### src/sv/tsd_pkg.sv
// Package for the triangle signed distance block.
// Holds shared widths, latencies, register indexes, sign codes and geometry types.
// Used by tsd_cfg, tsd_edge, tsd_sqrt and the top level; depends on nothing.
package tsd_pkg;

    localparam int COORD_W   = 16;
    localparam int VEC_W     = 17;
    localparam int SQ_W      = 34;
    localparam int DOT_W     = 35;
    localparam int D2_W      = 36;
    localparam int OCR_W     = 36;
    localparam int T_BITS    = 30;
    localparam int OUT_W     = 18;
    localparam int ROOT_W    = 19;
    localparam int ROOT_STEPS = 18;
    localparam int EDGE_LAT  = 3 + T_BITS + 4;
    localparam int SQRT_LAT  = ROOT_STEPS + 1;
    localparam int ADDR_W    = 5;
    localparam int DATA_W    = 32;
    localparam int REG_COUNT = 6;
    localparam int OUT_MAX   = 131071;

    localparam logic [2:0] REG_A_X = 3'd0;
    localparam logic [2:0] REG_A_Y = 3'd1;
    localparam logic [2:0] REG_B_X = 3'd2;
    localparam logic [2:0] REG_B_Y = 3'd3;
    localparam logic [2:0] REG_C_X = 3'd4;
    localparam logic [2:0] REG_C_Y = 3'd5;

    typedef enum logic [1:0] {
        SGN_ZERO,
        SGN_POS,
        SGN_NEG
    } sign_t;

    typedef struct packed {
        logic [COORD_W-1:0] vtx_x;
        logic [COORD_W-1:0] vtx_y;
        logic [VEC_W-1:0]   ex;
        logic [VEC_W-1:0]   ey;
        logic [SQ_W-1:0]    ee;
    } edge_geom_t;

    typedef struct packed {
        edge_geom_t [2:0] edges;
        sign_t            orient;
    } geom_t;

endpackage

### src/sv/tsd_sqrt.sv
// Pipelined rounded integer square root, one result bit per stage, with a sign sideband.
// Depends on tsd_pkg.
module tsd_sqrt (
    input  logic                         clk,
    input  logic                         rst_n,
    input  logic                         en,
    input  logic                         in_valid,
    input  logic [tsd_pkg::D2_W-1:0]     n,
    input  tsd_pkg::sign_t               side,
    output logic                         out_valid,
    output logic [tsd_pkg::ROOT_W-1:0]   root,
    output tsd_pkg::sign_t               side_out
);
    localparam int STEPS = tsd_pkg::ROOT_STEPS;
    localparam int W     = tsd_pkg::D2_W;

    typedef struct packed {
        logic [W-1:0]   n;
        logic [W-1:0]   r;
        tsd_pkg::sign_t side;
    } root_t;

    root_t              st_s [STEPS+1];
    logic [STEPS:0]     vld_s;
    root_t              fin_reg;
    logic               fin_vld_reg;
    logic [tsd_pkg::ROOT_W-1:0] root_reg;

    assign st_s[0].n    = n;
    assign st_s[0].r    = '0;
    assign st_s[0].side = side;
    assign vld_s[0]     = in_valid;

    for (genvar i = 0; i < STEPS; i++)
    begin : g_step
        localparam logic [W-1:0] B = W'(1) << (2 * (STEPS - 1 - i));
        root_t st_reg;
        root_t st_next;
        logic  vld_reg;

        always_comb
        begin
            st_next = st_s[i];
            if (st_s[i].n >= st_s[i].r + B)
            begin
                st_next.n = st_s[i].n - (st_s[i].r + B);
                st_next.r = (st_s[i].r >> 1) + B;
            end
            else
            begin
                st_next.r = st_s[i].r >> 1;
            end
        end

        always_ff @(posedge clk)
        begin
            if (en)
            begin
                st_reg <= st_next;
            end
        end

        always_ff @(posedge clk or negedge rst_n)
        begin
            if (!rst_n)
            begin
                vld_reg <= 1'b0;
            end
            else if (en)
            begin
                vld_reg <= vld_s[i];
            end
        end

        assign st_s[i+1]  = st_reg;
        assign vld_s[i+1] = vld_reg;
    end

    always_ff @(posedge clk)
    begin
        if (en)
        begin
            fin_reg <= st_s[STEPS];
            if (st_s[STEPS].n > st_s[STEPS].r)
            begin
                root_reg <= tsd_pkg::ROOT_W'(st_s[STEPS].r + 1'b1);
            end
            else
            begin
                root_reg <= tsd_pkg::ROOT_W'(st_s[STEPS].r);
            end
        end
    end

    always_ff @(posedge clk or negedge rst_n)
    begin
        if (!rst_n)
        begin
            fin_vld_reg <= 1'b0;
        end
        else if (en)
        begin
            fin_vld_reg <= vld_s[STEPS];
        end
    end

    assign out_valid = fin_vld_reg;
    assign root      = root_reg;
    assign side_out  = fin_reg.side;

endmodule

### config.mk
export PLATFORM = sky130hd
export DESIGN_NAME = tsd_sqrt
export DESIGN_NICKNAME = d
export VERILOG_FILES = /design/src/sv/tsd_pkg.sv /design/src/sv/tsd_sqrt.sv
export SDC_FILE = /design/constraint.sdc
export NUM_CORES = 1
export LEC_CHECK = 0
export BUFFER_PORTS_ARGS = -buffer_cell sky130_fd_sc_hd__buf_4
export CAP_MARGIN = 20
export CORE_MARGIN = 1.5
export CORE_UTILIZATION = 50
export DETAILED_ROUTE_END_ITERATION = 7
export PLACE_DENSITY = 0.75
export SLEW_MARGIN = 20
export SYNTH_ARGS = -nofsm -noshare
export SYNTH_HDL_FRONTEND = slang
export SYNTH_SLANG_ARGS = --single-unit
### constraint.sdc
create_clock -name clk -period 4.5 [get_ports clk]
set_clock_uncertainty 0.1 [all_clocks]
set_input_delay 0 -clock clk [delete_from_list [all_inputs] [get_ports clk]]
set_output_delay 0 -clock clk [all_outputs]
set_load 0.02 [all_outputs]
# After elaboration in Yosys (flattened, before gate mapping)
# Cells that the tools add are included.
[totals] register_bits=1372 in_bits=42 output_inout_bits=22 elab_cells=201
[classes] addsub=53 magnitude_cmp=19 mux=37
[op_table] operator="$mux 36" n=18
[op_table] operator="$mux 35" n=18
[op_table] operator="$ge 36x36->1" n=17
[op_table] operator="$sub 36x36->36" n=17
[op_table] operator="$add 35x1->36 const B" n=1
[op_table] operator="$add 35x11->36 const B" n=1
[op_table] operator="$add 35x13->36 const B" n=1
[op_table] operator="$add 35x15->36 const B" n=1
[op_table] operator="$add 35x17->36 const B" n=1
[op_table] operator="$add 35x19->36 const B" n=1
[op_table] operator="$add 35x21->36 const B" n=1
[op_table] operator="$add 35x23->36 const B" n=1
[op_table] operator="$add 35x25->36 const B" n=1
[op_table] operator="$add 35x27->36 const B" n=1
[op_table] operator="$add 35x29->36 const B" n=1
[op_table] operator="$add 35x3->36 const B" n=1
[op_table] operator="$add 35x31->36 const B" n=1
[op_table] operator="$add 35x33->36 const B" n=1
[op_table] operator="$add 35x5->36 const B" n=1
[op_table] operator="$add 35x7->36 const B" n=1
[op_table] operator="$add 35x9->36 const B" n=1
[op_table] operator="$add 36x1->36 const B" n=1
[op_table] operator="$add 36x11->36 const B" n=1
[op_table] operator="$add 36x13->36 const B" n=1
[op_table] operator="other kinds (19)" n=19

# Logic depth before layout (Yosys ltp)
[logic_depth] ltp_word=3 ltp_mapped=12 depth_no_buf=12

# Worst setup path before layout
# No wires, ideal clock.
[synth_path] path_kind="register to register" start="register g_step[10].st_reg[55] (netlist bit)" end="register g_step[11].st_reg[64] (netlist bit) (data pin)" setup_ns=0.260 arrival_ns=2.505 slack_ns=1.636 path_stages_with_launch=11 n_path_buf=1 synth_period_minus_slack_ns=2.864 cell_sequence="edfxtp_1 > ha_1 > and2_1 > a221oi_1 > a21oi_1 > o311a_1 > nor3_1 > nor2b_1 > buf_2 > nor2_1 > mux2_2"
[synth_lines] element="start: declaration" line_no="tsd_sqrt.sv:37" text="root_t st_reg;"
[synth_lines] element="start signal: assignment" line_no="tsd_sqrt.sv:59" text="st_reg <= st_next;"
[synth_lines] element="end signal: assignment" line_no="tsd_sqrt.sv:59"
[synth_lines] element="end: declaration" line_no="tsd_sqrt.sv:37"

==> results by group <==
Run status
  – Outcome: complete, no violations

Timing
  – Slew Limit Fails: 0
  – Finish-stage setup viols: 0
  – Fin crit period: 3.64 ns
  – Slew headroom: 36.7%
  – Period utilisation layout: 80.9%
  – TNS Setup: 0 ns
  – Actual slew at the worst max-slew pin: 0.949 ns
  – Fmax: 0.275 GHz
  – Final Hold Viols: 0
  – Setup repair after global routing missed its margin: false

Drt
  – M1 wire length: 33,100 µm
  – Final WL: 87,900 µm
  – Drt via density: 5.63
  – Router iterations before antenna repair: 5
  – DRC: 0
  – Drt wl/cell: 19.0 µm
  – DRT antenna net count: 0
  – Vias: 26,100
  – Drt initial violations: 1,840
  – Top layer in use: met4
  – Met3 routed WL: 3340 µm
  – Met2 routed WL: 47,600 µm

Finish
  – FILL cells: 6,413
  – Sequential cell area: 26,800 µm²
  – Max FFs per register: 853
  – Final Non-Filler Cells: 4,627
  – Share of cells above drive strength 1: 8.94%
  – Most common cell after layout, fill and taps aside: edfxtp_1
  – Area of the multi-input gates: 14,200 µm²
  – Most frequent cells in the layout: edfxtp_1, inv_1, nand2_1
  – Diode count: 0
  – Nets: 3,719
  – P&R area growth vs syn: 14.0%

Global route
  – Initial antenna violation count: 0
  – Gr usage total: 20.3%
  – Grt ovf: 0
  – First-pass GRT wire length: 137,000 µm
  – Largest net degree at the start of global routing: 115
  – Vias in the first global route: 26,100

Critical path
  – Worst Path Required: 4.82 ns
  – CP peak stage delay: 0.47 ns
  – Crit. End Element: register
  – Crit. Startpoint: g_step[10].st_reg[19]$_DFFE_PP_
  – Worst setup SP type: register
  – Critical path depth in cells: 12
  – Worst-path maximum fanout: 9
  – Worst Path Buf+Inv: 2
  – CP max stage cell: nor2b_1
  – Cells along the critical path: inv_1 -> ha_1 -> and2_1 -> a221oi_1 -> a21oi_1 -> o311a_1 -> nor3_1 -> nor2b_1 -> inv_2 -> o211ai_2 -> nor3_1 -> xor2_1
  – CP most frequent cell: nor3_1
  – CP endpoint: g_step[11].st_reg[71]$_DFFE_PP_
  – Crit path kind: register to register
  – Worst Path Arrival: 3.96 ns
  – Reg-to-reg critical path startpoint: g_step[10].st_reg[19]$_DFFE_PP_
  – Crit-path leading delay family: compound AO/OA/AOI/OAI gates
  – R2R depth: 12
  – Reg2reg end: g_step[11].st_reg[71]$_DFFE_PP_
  – R2r setup slk: 0.86 ns

Place
  – GPL Wtd Cong: 0.917
  – Port Buf Inserts: 63
  – HPWL Detailed: 61,400 µm
  – Inst Count DP: 4,375

Pwr
  – Post-layout power: 23.0 mW
  – Power per cell area: 479 nW/µm²
  – Peak supply drop: 0.401 mV
  – Pleak: 18.2 nW

Hold path
  – Hold Path Class: input port to register

Synthesis
  – Flops & latches, synth: 895
  – Sequential share of the synthesized area: 63.5%
  – Cell area after synthesis: 42,200 µm²
  – Number of synthesized flops with an enable pin: 876
  – Syn_area_per_cell: 13.0 µm²
  – Ys flop type: edfxtp_1
  – Number of cells produced by synthesis: 3,252
  – Count of cell types in the netlist: 90
  – Net Count, Synth: 3,500
  – Yosys warns: 0
  – Async SR Flop Fraction: 2.12%

Clock network
  – Clock Tree Buf Depth: 3
  – Post-CTS Setup Inserts: 0
  – CTS clock-pin slew for the worst setup and hold paths: 0.06 ns
  – Post_cts resized: 0
  – CTS buffer count: 93
  – Clk root buf: clkbuf_16
  – H-tree depth: 3
  – Num Clock Sinks: 895
  – Hold Buf Count CTS: 81
  – CTS tree: done
  – Skew-Pair Late Insertion Delay: 0.67 ns

Flow run
  – Maxcap violations: 0

Die
  – Die footprint: 86,100 µm²
  – Initial Util: 50.5%
  – Row cnt: 106
  – Die width: 293 µm
  – CORE AREA: 83,600 µm²
  – DIE HEIGHT: 293 µm
  – IO Count: 64
[cell families (layout without fill, tap and decap cells)]
group                      after synthesis  after routing  synth area share [%]
muxes                                   44             44                  1.16
xor gates and xnor gates               300            300                  6.23
buffers and inverters                  301            596                  2.77
and+or+nand+nor                        945            945                  11.8
DFF                                    895            895                  63.5
AOI/OAI and AO/OA                      561            561                  8.42
adders and majority gates              206            206                  6.11
[routing by layer]
| metal | global-route usage (%) | vias to the layer above |
|---|---|---|
| li1 | - | 12600 |
| met1 | 21.9 | 12500 |
| met2 | 39.0 | 728 |
| met3 | 2.84 | 227 |
| met4 | 8.79 | 0 |
| met5 | 0 | - |
[area by class of cell]
cell class / count / area share (%)
Multi-Input combinational cell: 2056 / 29.6
Clock inverter: 63 / 1.67
Tap cell: 1080 / 2.81
Timing Repair Buffer: 168 / 3.22
Clock buffer: 108 / 5.00
Inverter: 257 / 2.01
Sequential cell: 895 / 55.7
[worst min-delay path by stage]
stage	slack, ns	cells after the start	end	start
2_1_floorplan	-0.40	0	g_step[0].vld_reg$_DFFE_PN0P_	rst_n
3_3_place_gp	-0.22	1	g_step[0].vld_reg$_DFFE_PN0P_	rst_n
3_5_place_dp	-0.22	1	g_step[1].vld_reg$_DFFE_PN0P_	rst_n
4_1_cts	0.005	3	g_step[0].st_reg[72]$_DFFE_PP_	n[34]
5_1_grt	0.07	3	g_step[0].st_reg[72]$_DFFE_PP_	n[34]
6_report	0.09	3	g_step[0].st_reg[72]$_DFFE_PP_	n[34]
[worst reg2reg max path: stages (launching register included)]
cell	delay, ns
edfxtp_1	0.36
inv_1	0.05
ha_1	0.35
and2_1	0.26
a221oi_1	0.37
a21oi_1	0.17
o311a_1	0.35
nor3_1	0.23
nor2b_1	0.47
inv_2	0.20
o211ai_2	0.20
nor3_1	0.11
xor2_1	0.16
[Yosys cell counts (35+ instances only)]
master    number  area share, %
o21ai_0      150            1.8
xnor2_1      150            3.1
nand3_1       61           0.72
edfxtp_1     876             62
ha_1         206            6.1
nand2b_1      37           0.55
nor2_1       194            1.7
mux2_2        35           0.93
nand2_1      226            2.0
inv_1        253            2.3
nor3_1        93            1.1
o21a_1        43           0.77
a21o_1        55           0.98
nor4_1        98            1.5
xor2_1       150            3.1
nand4_1       36           0.53
a21oi_1      166            2.0
[power breakdown]
| group | switching [mW] | internal, mW | leakage, nW | total, mW |
|---|---|---|---|---|
| combinational | 2.18 | 1.66 | 8.06 | 3.84 |
| sequential | 0.773 | 10.5 | 8.64 | 11.3 |
| clock | 3.34 | 4.58 | 1.53 | 7.92 |
[per-stage QoR]
step / hold slack, ns / worst slack, ns / area [µm²] / util (%)
after global routing: 0.0669 / 0.687 / 48100 / 57.6
after floorplan: -0.396 / 1.64 / 42200 / -
after CTS: 0.00463 / 0.909 / 48100 / 57.6
after detailed placement: -0.220 / 0.925 / 44100 / 52.8
final: 0.0923 / 0.858 / 48100 / 57.6
after global placement: -0.219 / 1.02 / 44100 / 52.8
Note: power is estimated with default switching activity, not from simulation.
